===== src/sv/tft_window_write_parser_defines.svh =====
// Assertion macros shared by the window-write parser.
`ifndef TFT_WINDOW_WRITE_PARSER_DEFINES_SVH
`define TFT_WINDOW_WRITE_PARSER_DEFINES_SVH

// Same-cycle implication, checked out of reset.
`define TFTW_ASSERT_IMPLIES(name, clk, rst_n, ante, cons, msg) \
	name: assert property (@(posedge clk) disable iff (!rst_n) (ante) |-> (cons)) \
		else $error(msg);

// Next-cycle implication, checked out of reset.
`define TFTW_ASSERT_NEXT(name, clk, rst_n, ante, cons, msg) \
	name: assert property (@(posedge clk) disable iff (!rst_n) (ante) |=> (cons)) \
		else $error(msg);

`endif


===== src/sv/tftw_pkg.sv =====
package tftw_pkg;

	// Default frame size.
	localparam int FRAME_COLS_DEF = 320;
	localparam int FRAME_ROWS_DEF = 240;

	// Field and state widths.
	localparam int WORD_W      = 16;
	localparam int BYTE_W      = 8;
	localparam int COL_W       = 9;
	localparam int ROW_W       = 8;
	localparam int BOUND_W     = 16;
	localparam int ADDR_W      = 17;
	localparam int PIX_W       = 16;
	localparam int OUT_TDATA_W = 40;

	// Command words: the command byte spread onto the even bit positions.
	localparam logic [WORD_W-1:0] CMD_COL_SET   = 16'h0444;
	localparam logic [WORD_W-1:0] CMD_PAGE_SET  = 16'h0445;
	localparam logic [WORD_W-1:0] CMD_MEM_WRITE = 16'h0450;

	// Bit of the raw word that is low for a command.
	localparam int DATA_FLAG_BIT = 1;

	typedef enum logic [1:0] {
		MODE_IDLE  = 2'd0,
		MODE_COLS  = 2'd1,
		MODE_ROWS  = 2'd2,
		MODE_WRITE = 2'd3
	} parse_mode_t;

	// Clamped inclusive window.
	typedef struct packed {
		logic [COL_W-1:0] c0;
		logic [COL_W-1:0] c1;
		logic [ROW_W-1:0] r0;
		logic [ROW_W-1:0] r1;
	} win_t;

	// Parser to cursor unit: open a window, step past one pixel.
	typedef struct packed {
		logic             open;
		logic             step;
		logic [PIX_W-1:0] value;
	} pix_ctl_t;

	// Cursor position.
	typedef struct packed {
		logic [COL_W-1:0] col;
		logic [ROW_W-1:0] row;
	} cursor_t;

endpackage


===== src/sv/tftw_parser.sv =====
module tftw_parser #(
	parameter int FRAME_COLS = tftw_pkg::FRAME_COLS_DEF,
	parameter int FRAME_ROWS = tftw_pkg::FRAME_ROWS_DEF
) (
	input  logic                           clk,
	input  logic                           arst_n,
	input  logic                           go,
	input  logic [tftw_pkg::WORD_W-1:0]    word,
	output tftw_pkg::pix_ctl_t             ctl,
	output tftw_pkg::win_t                 win
);
	import tftw_pkg::*;

	localparam logic [BOUND_W-1:0] COL_MAX = BOUND_W'(FRAME_COLS - 1);
	localparam logic [BOUND_W-1:0] ROW_MAX = BOUND_W'(FRAME_ROWS - 1);

	parse_mode_t         mode_q, mode_d;
	logic [1:0]          pidx_q;
	logic [BOUND_W-1:0]  col_b_q [2];
	logic [BOUND_W-1:0]  row_b_q [2];
	win_t                win_q;
	logic [BYTE_W-1:0]   pend_q;
	logic                have_q;

	logic                is_cmd;
	logic [BYTE_W-1:0]   data_byte;
	logic                load_bound;
	logic                load_high;
	logic                open_win;
	logic                emit;
	logic [BOUND_W-1:0]  c0, c1, r0, r1, c1_lo, r1_lo;

	// Command flag from bit DATA_FLAG_BIT; data byte gathered from the even bit positions.
	always_comb begin
		is_cmd = !word[DATA_FLAG_BIT];
		for (int k = 0; k < BYTE_W; k++) begin
			data_byte[k] = word[2*k];
		end
	end

	// Clamp the received bounds to the frame.
	always_comb begin
		c0    = (col_b_q[0] > COL_MAX) ? COL_MAX : col_b_q[0];
		c1_lo = (col_b_q[1] < c0) ? c0 : col_b_q[1];
		c1    = (c1_lo > COL_MAX) ? COL_MAX : c1_lo;
		r0    = (row_b_q[0] > ROW_MAX) ? ROW_MAX : row_b_q[0];
		r1_lo = (row_b_q[1] < r0) ? r0 : row_b_q[1];
		r1    = (r1_lo > ROW_MAX) ? ROW_MAX : r1_lo;
	end

	// Next parse mode.
	always_comb begin
		mode_d = mode_q;
		if (go) begin
			if (is_cmd) begin
				case (word)
					CMD_COL_SET:   mode_d = MODE_COLS;
					CMD_PAGE_SET:  mode_d = MODE_ROWS;
					CMD_MEM_WRITE: mode_d = MODE_WRITE;
					default:       mode_d = MODE_IDLE;
				endcase
			end else if ((mode_q == MODE_COLS || mode_q == MODE_ROWS) && pidx_q == 2'd3) begin
				mode_d = MODE_IDLE;
			end
		end
	end

	// Actions taken for the current request.
	always_comb begin
		load_bound = 1'b0;
		load_high  = 1'b0;
		open_win   = 1'b0;
		emit       = 1'b0;
		if (go) begin
			if (is_cmd) begin
				open_win = (word == CMD_MEM_WRITE);
			end else begin
				case (mode_q)
					MODE_COLS, MODE_ROWS: load_bound = 1'b1;
					MODE_WRITE: begin
						load_high = !have_q;
						emit      = have_q;
					end
					default: ;
				endcase
			end
		end
	end

	// Parse state.
	always_ff @(posedge clk or negedge arst_n) begin
		if (!arst_n) begin
			mode_q     <= MODE_IDLE;
			pidx_q     <= '0;
			col_b_q[0] <= '0;
			col_b_q[1] <= '0;
			row_b_q[0] <= '0;
			row_b_q[1] <= '0;
			win_q      <= '0;
			have_q     <= 1'b0;
		end else begin
			mode_q <= mode_d;
			if (go && is_cmd) begin
				pidx_q <= '0;
				have_q <= 1'b0;
			end
			if (load_bound) begin
				pidx_q <= pidx_q + 2'd1;
				if (mode_q == MODE_COLS) begin
					if (!pidx_q[0]) begin
						col_b_q[pidx_q[1]][BOUND_W-1:BYTE_W] <= data_byte;
					end else begin
						col_b_q[pidx_q[1]][BYTE_W-1:0] <= data_byte;
					end
				end else begin
					if (!pidx_q[0]) begin
						row_b_q[pidx_q[1]][BOUND_W-1:BYTE_W] <= data_byte;
					end else begin
						row_b_q[pidx_q[1]][BYTE_W-1:0] <= data_byte;
					end
				end
			end
			if (open_win) begin
				win_q.c0 <= c0[COL_W-1:0];
				win_q.c1 <= c1[COL_W-1:0];
				win_q.r0 <= r0[ROW_W-1:0];
				win_q.r1 <= r1[ROW_W-1:0];
			end
			if (load_high) begin
				have_q <= 1'b1;
			end else if (emit) begin
				have_q <= 1'b0;
			end
		end
	end

	// Buffered high pixel byte.
	always_ff @(posedge clk) begin
		if (load_high) begin
			pend_q <= data_byte;
		end
	end

	// Window being opened is taken straight from the clamp so the cursor loads it.
	always_comb begin
		ctl.open  = open_win;
		ctl.step  = emit;
		ctl.value = {pend_q, data_byte};
		if (open_win) begin
			win.c0 = c0[COL_W-1:0];
			win.c1 = c1[COL_W-1:0];
			win.r0 = r0[ROW_W-1:0];
			win.r1 = r1[ROW_W-1:0];
		end else begin
			win = win_q;
		end
	end

endmodule


===== src/sv/tftw_cursor.sv =====
module tftw_cursor #(
	parameter int FRAME_COLS = tftw_pkg::FRAME_COLS_DEF
) (
	input  logic                          clk,
	input  logic                          arst_n,
	input  tftw_pkg::pix_ctl_t            ctl,
	input  tftw_pkg::win_t                win,
	output tftw_pkg::cursor_t             cur,
	output logic [tftw_pkg::ADDR_W-1:0]   addr
);
	import tftw_pkg::*;

	localparam logic [ADDR_W-1:0] ROW_STRIDE = ADDR_W'(FRAME_COLS);

	logic [COL_W-1:0] col_q;
	logic [ROW_W-1:0] row_q;

	// Raster walk over the window, wrapping back to its start.
	always_ff @(posedge clk or negedge arst_n) begin
		if (!arst_n) begin
			col_q <= '0;
			row_q <= '0;
		end else if (ctl.open) begin
			col_q <= win.c0;
			row_q <= win.r0;
		end else if (ctl.step) begin
			if (col_q >= win.c1) begin
				col_q <= win.c0;
				row_q <= (row_q >= win.r1) ? win.r0 : row_q + ROW_W'(1);
			end else begin
				col_q <= col_q + COL_W'(1);
			end
		end
	end

	// Frame buffer index of the current pixel.
	always_comb begin
		addr    = ADDR_W'(col_q) + ADDR_W'(row_q) * ROW_STRIDE;
		cur.col = col_q;
		cur.row = row_q;
	end

endmodule


===== src/sv/tft_window_write_parser.sv =====
// Display-controller window-write parser. Each request on the s_ side is one raw
// sampled SPI word; column-set and page-set commands load the window bounds,
// memory-write opens the window clamped to the frame, and every following pair
// of data words yields one pixel request on the m_ side with its frame buffer
// address (x + y * FRAME_COLS). The block takes one word per clock when the
// output is not stalled; a word passes an input register and its pixel is
// registered in the output register. The per-word path is the bound clamp
// feeding the cursor and the cursor-times-width address product.
// Back-pressure on m_tready holds the output register and then the input register.
module tft_window_write_parser #(
	parameter int FRAME_COLS = tftw_pkg::FRAME_COLS_DEF,
	parameter int FRAME_ROWS = tftw_pkg::FRAME_ROWS_DEF
) (
	input  logic                               clk,
	input  logic                               arst_n,
	input  logic                               s_tvalid,
	output logic                               s_tready,
	input  logic [tftw_pkg::WORD_W-1:0]        s_tdata,  // [15:0] raw_word
	output logic                               m_tvalid,
	input  logic                               m_tready,
	output logic [tftw_pkg::OUT_TDATA_W-1:0]   m_tdata   // [16:0] pixel_address,
	                                                     // [32:17] pixel_value
);
	import tftw_pkg::*;

	`include "tft_window_write_parser_defines.svh"

	localparam logic [ADDR_W-1:0] FRAME_PIXELS = ADDR_W'(FRAME_COLS * FRAME_ROWS);

	logic [WORD_W-1:0]      word_s1;
	logic                   valid_s1;
	logic                   advance;
	logic                   go;
	pix_ctl_t               ctl;
	win_t                   win;
	cursor_t                cur;
	logic [ADDR_W-1:0]      addr;
	logic                   m_valid_q;
	logic [OUT_TDATA_W-1:0] m_data_q;

	// Handshake: the word in the input register is worked when the output can take it.
	always_comb begin
		advance  = !m_valid_q || m_tready;
		go       = valid_s1 && advance;
		s_tready = !valid_s1 || advance;
		m_tvalid = m_valid_q;
		m_tdata  = m_data_q;
	end

	// Input register.
	always_ff @(posedge clk or negedge arst_n) begin
		if (!arst_n) begin
			valid_s1 <= 1'b0;
		end else if (s_tvalid && s_tready) begin
			valid_s1 <= 1'b1;
		end else if (advance) begin
			valid_s1 <= 1'b0;
		end
	end

	always_ff @(posedge clk) begin
		if (s_tvalid && s_tready) begin
			word_s1 <= s_tdata;
		end
	end

	tftw_parser #(
		.FRAME_COLS (FRAME_COLS),
		.FRAME_ROWS (FRAME_ROWS)
	) u_parser (
		.clk    (clk),
		.arst_n (arst_n),
		.go     (go),
		.word   (word_s1),
		.ctl    (ctl),
		.win    (win)
	);

	tftw_cursor #(
		.FRAME_COLS (FRAME_COLS)
	) u_cursor (
		.clk    (clk),
		.arst_n (arst_n),
		.ctl    (ctl),
		.win    (win),
		.cur    (cur),
		.addr   (addr)
	);

	// Output register.
	always_ff @(posedge clk or negedge arst_n) begin
		if (!arst_n) begin
			m_valid_q <= 1'b0;
		end else if (advance) begin
			m_valid_q <= ctl.step;
		end
	end

	always_ff @(posedge clk) begin
		if (advance && ctl.step) begin
			m_data_q <= OUT_TDATA_W'({ctl.value, addr});
		end
	end

	// Checks.
	`TFTW_ASSERT_IMPLIES(a_step_needs_go, clk, arst_n, ctl.step || ctl.open, go,
		"parser acted without an accepted word")
	`TFTW_ASSERT_NEXT(a_open_loads_cursor, clk, arst_n, ctl.open,
		cur.col == win.c0 && cur.row == win.r0, "cursor not at window start after open")
	`TFTW_ASSERT_IMPLIES(a_addr_in_frame, clk, arst_n, m_valid_q,
		m_data_q[ADDR_W-1:0] < FRAME_PIXELS, "pixel address outside the frame")

endmodule

===== config.mk =====
export PLATFORM = sky130hd
export DESIGN_NAME = tft_window_write_parser
export DESIGN_NICKNAME = d
export VERILOG_FILES = /design/src/sv/tftw_pkg.sv /design/src/sv/tftw_parser.sv /design/src/sv/tftw_cursor.sv /design/src/sv/tft_window_write_parser.sv
export VERILOG_INCLUDE_DIRS = /design/src /design/src/sv
export SDC_FILE = /design/constraint.sdc
export NUM_CORES = 1
export LEC_CHECK = 0
export ABC_AREA = 1
export BUFFER_PORTS_ARGS = -buffer_cell sky130_fd_sc_hd__buf_2
export CELL_PAD_IN_SITES_DETAIL_PLACEMENT = 2
export CELL_PAD_IN_SITES_GLOBAL_PLACEMENT = 2
export CORE_UTILIZATION = 35
export CTS_BUF_LIST = sky130_fd_sc_hd__clkbuf_16
export DETAILED_ROUTE_END_ITERATION = 12
export PLACE_DENSITY = 0.8
export SYNTH_ARGS = -nofsm -noshare
export SYNTH_HDL_FRONTEND = slang
export SYNTH_SLANG_ARGS = --single-unit

===== constraint.sdc =====
create_clock -name clk -period 3.8 [get_ports clk]
set_input_delay 0.76 -clock clk [delete_from_list [all_inputs] [get_ports clk]]
set_output_delay 0.76 -clock clk [all_outputs]
set_load 0.02 [all_outputs]

==> results by group, run 1 <==
Outcome
  • Status: finished, violations left
  • Violated checks: DRC, setup timing

Synthesis
  • Area contributors post-synth: dfrtp_1 32%, edfxtp_1 18%, ha_1 9.0%
  • Synth cell types: 48
  • Synth Warn #: 0
  • Cell taking the most area after synthesis: dfrtp_1
  • Post-synth top area share: 0.3220
  • Synthesis-stage register bit count: 179
  • Avg Cell Area, Syn: 9.558 um2
  • Sequential area share after synthesis: 0.5025
  • Post-Syn Instances: 992
  • Post-Syn Area: 9482 um2

Place
  • Routability cong.: 0.7867
  • # port buffers: between 50 and 60
  • Placed Area: 10,660 um2
  • DPL Wire Length: approximately 23,000 um
  • Setup WS pre-CTS: -648.8 ps

Clocking
  • CTS tree: done
  • Clk sinks: 179
  • Hold-fix buffers, CTS: 0
  • H-Tree Depth: 4
  • Clock buffer count from CTS: 17
  • Clk buf depth: 2
  • Worst-Skew Late Latency: 490 ps
  • Clock Pin Slew Worst Setup and Hold Paths: 100 ps
  • CTS Root Cell: clkbuf_16

Critical path
  • CP arrival: about 4700 ps
  • Worst R2R Setup Slack: -560 ps
  • Crit end category: flip-flop
  • Critical-path top delay cell: dfrtp_1
  • Crit start category: flip-flop
  • CP dominant cell by count: nand2_2
  • CP max stage delay: 400 ps
  • CP required: 4140 ps
  • Setup CP Type: flip-flop to flip-flop
  • Crit path max fanout: 5

Flow run
  • Max-Cap Viols: 0

Drt
  • DRT Pass-1 Iters: 9
  • Via density: 5.568
  • Top sig layer: met4
  • Final wirelength: 43,280 um
  • DR WL met2: ~23,000 um
  • WL/cell: approximately 28 um
  • DRC: 3
  • Post-DRT Antenna Nets: 0
  • 1st-iter DRT viols: approximately 570
  • DR WL met3: around 1500 um
  • Vias: about 8,500
  • Wl on met1: 16,140 um

STA
  • Slew @ Worst Pin: ~890 ps
  • Max Slew Vio Count: 0
  • Part of the cycle the worst path needs: 1.146
  • RSZ-0062 raised after global routing: yes
  • Hold Slack: slightly below 300 ps
  • Final WS setup: -556.0 ps
  • Skew final: 24.24 ps
  • Final hold viol count: 0
  • Min Tclk post-route: about 4400 ps
  • Setup Viol. Count Final: 18
  • Fmax: 0.2296 GHz
  • Slew Limit Headroom: 0.4061

Die
  • # rows: 59
  • Die W: 166.6 um
  • Io pins: 62
  • Core ar.: 26,280 um2
  • Chip Height: about 170 um
  • Die area: 27,750 um2
  • Initial Util: 0.3608

Global routing
  • Grt ovf: 0
  • Vias in the first global route: about 9,700
  • GR Util All Layers: 0.2816
  • First-pass GRT wire length: 58,380 um
  • Largest net degree at the start of global routing: 45
  • Antenna violations before repair: 0

Layout
  • Nets: 1,271
  • Most frequent cells in the layout: 153 x nand2_1, 122 x dfrtp_1, 110 x buf_4
  • Syn-to-layout area delta: 35.92%
  • Commonest non-fill, non-tap cell in the layout: nand2_1
  • Post-route cell area: 12,890 um2
  • Antenna Cells: 0
  • Layout Utilization: 0.4904
  • Fraction of layout instances using a drive strength above 1: 0.4003

Pwr
  • Design Power: 4.176 mW
  • Pwr/cell area: 324.0 nW/um2
  • Max VDD drop: 0.0002824 V
  • Leakage Power: 5.990 nW

Worst hold path
  • Hold Crit Class: input pin to async pin
worst paths after layout:
| kind | startpoint | end | depth (start not counted) |
|---|---|---|---|
| max | u_parser.col_b_q[29] | u_cursor.col_q[2] | 30 |
| min | arst_n | u_parser.win_q[21] | 1 |
| max reg2reg | u_parser.col_b_q[29] | u_cursor.col_q[2] | 30 |
| min reg2reg | u_parser.pend_q[6] | m_tdata[31] | 0 |
| max in group asynchronous | arst_n | u_parser.col_b_q[27] | 2 |
| min in group clk | u_parser.pend_q[6] | m_tdata[31] | 0 |
sequential cells by signal, indices dropped and copies added, names as in the netlist, 2 cells and up:
signal	cells
m_tdata	33
u_cursor.col_q	9
u_cursor.row_q	8
u_parser.col_b_q	32
u_parser.mode_q	2
u_parser.pend_q	8
u_parser.pidx_q	2
u_parser.row_b_q	32
u_parser.win_q	34
word_s1	16
critical path: cells and delay by family, from the launching register on:
| family | cells | cell delay [ps] |
|---|---|---|
| DFF | 1 | 400 |
| and+or+nand+nor | 22 | 2590 |
| AOI/OAI and AO/OA | 1 | 140 |
| buffers and inverters | 5 | 530 |
| adders and majority gates | 2 | 560 |
routing by layer:
metal,track usage,up-vias
met4,0.1598,0
li1,-,3671
met1,0.2945,4406
met2,0.5309,289
met3,0.04777,148
met5,0,-
what timing repair did:
action                     in CTS  in global routing
setup buffers                  25                 26
setup endpoints to repair      17                 18
cloned                          2                  1
pin swaps                      57                 53
gates resized for setup       174                109
area by class of cell:
type / instances / area, um2
Sequential cell: 179 / 4765
Timing Repair inverter: 1 / 5.005
Tap cell: 335 / 419.2
Clock inverter: 15 / 206.4
Timing Repair Buffer: 176 / 1241
Clock buffer: 17 / 425.4
Fill cell: 2662 / 13390
Inverter: 117 / 464.2
Multi-Input combinational cell: 689 / 5361
metrics by stage:
step | TNS, ps | std cells
global route | -10690 | 1529
CTS | -1297 | 1505
floorplan | 0 | 1012
global placement | -4233 | 1446
finish | -8585 | 1529
detailed placement | -8288 | 1446
power breakdown:
part,switching (mW),internal [mW],leakage [nW],total [mW]
Combinational,0.126,0.0449,3.66,0.171
Clock,1.07,0.918,0.306,1.99
Sequential,0.0128,2.00,2.02,2.01
synthesized netlist by cell type, drive strengths merged:
master / n
o21bai: 1
xnor2: 11
nor4: 5
or2: 12
nand2: 217
a31oi: 2
and2: 2
fa: 2
buf: 12
a31o: 1
nand3b: 1
o41ai: 1
o311ai: 1
inv: 115
a21oi: 38
o211ai: 6
a211oi: 3
nor2: 72
dfrtp: 122
ha: 68
nand4: 10
or3b: 1
nor3: 42
o21a: 1
nor3b: 1
nand3: 44
mux2: 39
clkinv: 2
o21ai: 57
a2111oi: 1
conb: 2
o31ai: 3
xor2: 15
o221ai: 9
edfxtp: 57
clkbuf: 16
cell families (layout without fill, tap and decap cells):
| kind of cell | Yosys count | in the layout | synth area share |
|---|---|---|---|
| AOI/OAI and AO/OA | 124 | 124 | 0.07944 |
| xor gates and xnor gates | 26 | 26 | 0.02402 |
| adders and majority gates | 70 | 70 | 0.09396 |
| buffers and inverters | 145 | 326 | 0.06176 |
| DFF | 179 | 179 | 0.5025 |
| muxes | 39 | 39 | 0.04632 |
| other | 2 | 22 | 0.0007921 |
| and+or+nand+nor | 407 | 408 | 0.1912 |
Note: power is estimated with default switching activity, not from simulation.
==> run 2: changes to the inputs <==
==> constraint.sdc (replaced) <==
create_clock -name clk -period 3.8 [get_ports clk]
set_input_delay 0.38 -clock clk [delete_from_list [all_inputs] [get_ports clk]]
set_output_delay 0.38 -clock clk [all_outputs]
set_load 0.02 [all_outputs]
==> run 2 against run 1 <==
  * The run still ends with DRC, setup timing left
  * Clock power decreased by 3%
  * Worst setup slack improved by 100 ps
  * Power decreased by 1.7%
  * Worst hold slack lost 210 ps
  * First-iteration DRC count decreased by 29%
  * Sequential share of layout area is 1.9 points higher
  * Clock-buffer cell count unchanged
  * Maximum frequency up 2.4%
==> results by group, run 2 (synthesis results as in run 1) <==
Place
  • # port buffers: 54
  • Placed Area: 10,650 um2
  • DPL Wire Length: 21,500 um
  • Routability cong.: 0.7813

STA
  • Setup Viol. Count Final: 17
  • Hold Slack: 83.31 ps
  • Part of the cycle the worst path needs: 1.119
  • Slew Limit Headroom: 0.3246
  • RSZ-0062 raised after global routing: yes
  • Skew final: about 19 ps
  • Min Tclk post-route: 4253 ps
  • Fmax: about 0.24 GHz
  • Max Slew Vio Count: 0
  • Slew @ Worst Pin: roughly 1000 ps
  • Final WS setup: -453.2 ps
  • Final hold viol count: 0

Global routing
  • Largest net degree at the start of global routing: 69
  • Grt ovf: 0
  • Vias in the first global route: 9,109
  • First-pass GRT wire length: roughly 53,000 um
  • GR Util All Layers: 0.2553
  • Antenna violations before repair: 0

Clocking
  • Clock Pin Slew Worst Setup and Hold Paths: ~90 ps
  • H-Tree Depth: 4
  • Clock buffer count from CTS: 17
  • Clk sinks: 179
  • Hold-fix buffers, CTS: 0
  • Clk buf depth: 2
  • CTS tree: done
  • Worst-Skew Late Latency: approximately 460 ps
  • CTS Root Cell: clkbuf_16

Critical path
  • Crit path max fanout: 6
  • Crit start category: flip-flop
  • Crit end category: flip-flop
  • CP arrival: 4600 ps
  • Setup CP Type: flip-flop to flip-flop
  • CP required: 4150 ps

Drt
  • Via density: 5.307
  • DRT Pass-1 Iters: 11
  • 1st-iter DRT viols: 402
  • Post-DRT Antenna Nets: 0
  • WL/cell: 23.88 um
  • Final wirelength: 35,720 um
  • DRC: 3
  • Vias: 7,939

Layout
  • Antenna Cells: 0
  • Post-route cell area: 12,260 um2
  • Most frequent cells in the layout: 173 x nand2_1, 122 x dfrtp_1, 98 x inv_1
  • Nets: 1,238
  • Most flops, register: u_parser.win_q
  • Commonest non-fill, non-tap cell in the layout: nand2_1
  • Number of flip-flops under the largest register name: 34
  • Syn-to-layout area delta: 29.35%
  • Fraction of layout instances using a drive strength above 1: 0.3376

Die
  • Chip Height: roughly 170 um
  • Core ar.: approximately 26,000 um2
  • Die W: around 170 um
  • # rows: 59
  • Io pins: 62
  • Initial Util: 0.3608
  • Die area: 27,750 um2

Flow run
  • Max-Cap Viols: 0

Pwr
  • Pwr/cell area: 334.5 nW/um2
  • Design Power: 4.103 mW
  • Max VDD drop: between 0.0003 and 0.0004 V
  • Leakage Power: 5.737 nW

Worst hold path
  • Hold Crit Class: input pin to flip-flop

Outcome
  • Status: finished, violations left
  • Violated checks: DRC, setup timing
-- run 2: worst max-delay path, stage by stage, from the launching register on --
cell and delay [ps]:
dfrtp_1 380, nor2_1 110, nand2_1 100, nor2_4 190
nand2_4 150, buf_6 150, nor2_4 110, ha_2 170
nand2_1 60, nor3_1 360, nand2_2 150, buf_4 170
nand3_2 100, nand2_4 70, inv_1 70, nand4_1 130
nand2_1 130, inv_1 90, ha_4 300, nand4_1 150
nor2_2 200, nand2_2 90, nand3_4 120, inv_4 60
buf_6 130, a21oi_4 140, o21ai_2 90, o211ai_1 130
-- run 2: path summary, 6_finish.rpt --
kind	startpoint	end	slack [ps]	cells past startpoint
min in group asynchronous	arst_n	u_parser.win_q[22]	90	1
worst min-delay path	s_tdata[12]	word_s1[12]	80	1
worst max-delay path	u_parser.col_b_q[27]	u_cursor.col_q[8]	-450	27
worst max register to register	u_parser.col_b_q[27]	u_cursor.col_q[8]	-450	27
worst min register to register	u_parser.pend_q[5]	m_tdata[30]	430	0
max in group asynchronous	arst_n	u_parser.row_b_q[26]	2810	2
-- run 2: timing repair --
action | 4_1_cts | 5_1_grt
setup endpoints to repair | 17 | 17
gates resized for setup | 107 | 83
pin swaps | 35 | 51
endpoints found under the hold margin | 0 | 0
setup buffers | 10 | 10
gates cloned | 3 | 0
-- run 2: routing by layer --
layer | vias up | GRT usage | share of wire
li1 | 3609 | - | -
met1 | 4098 | 0.2874 | 0.40
met2 | 152 | 0.4638 | 0.54
met3 | 80 | 0.04515 | 0.027
met4 | 0 | 0.1256 | 0.039
met5 | - | 0 | 0
-- run 2: cell type report --
cell class / count / area (um2)
clock buffers: 17 / 425.4
clock inverters: 15 / 216.5
fillers: 2725 / 14020
inverters: 117 / 446.7
multi-input cells: 689 / 4991
flip-flops and latches: 179 / 4765
well taps: 335 / 419.2
repair buffers: 143 / 993.5
repair inverters: 1 / 7.507
-- run 2: through the flow --
step / util / setup slack [ps] / std cells / TNS, ps
after global placement: 0.4051 / -336.8 / 1441 / -3204
after floorplan: - / 0.8424 / 1012 / 0
after CTS: 0.4506 / -230.1 / 1486 / -2984
final: 0.4667 / -453.2 / 1496 / -6097
after detailed placement: 0.4051 / -595.2 / 1441 / -9059
after global routing: 0.4667 / -627.8 / 1496 / -8996
-- run 2: power breakdown --
part	switching [mW]	leakage [nW]	internal, mW
Clock	1.02	0.306	0.919
Sequential	0.0117	2.02	2.00
Combinational	0.114	3.41	0.0412
Total	1.14	5.74	2.96
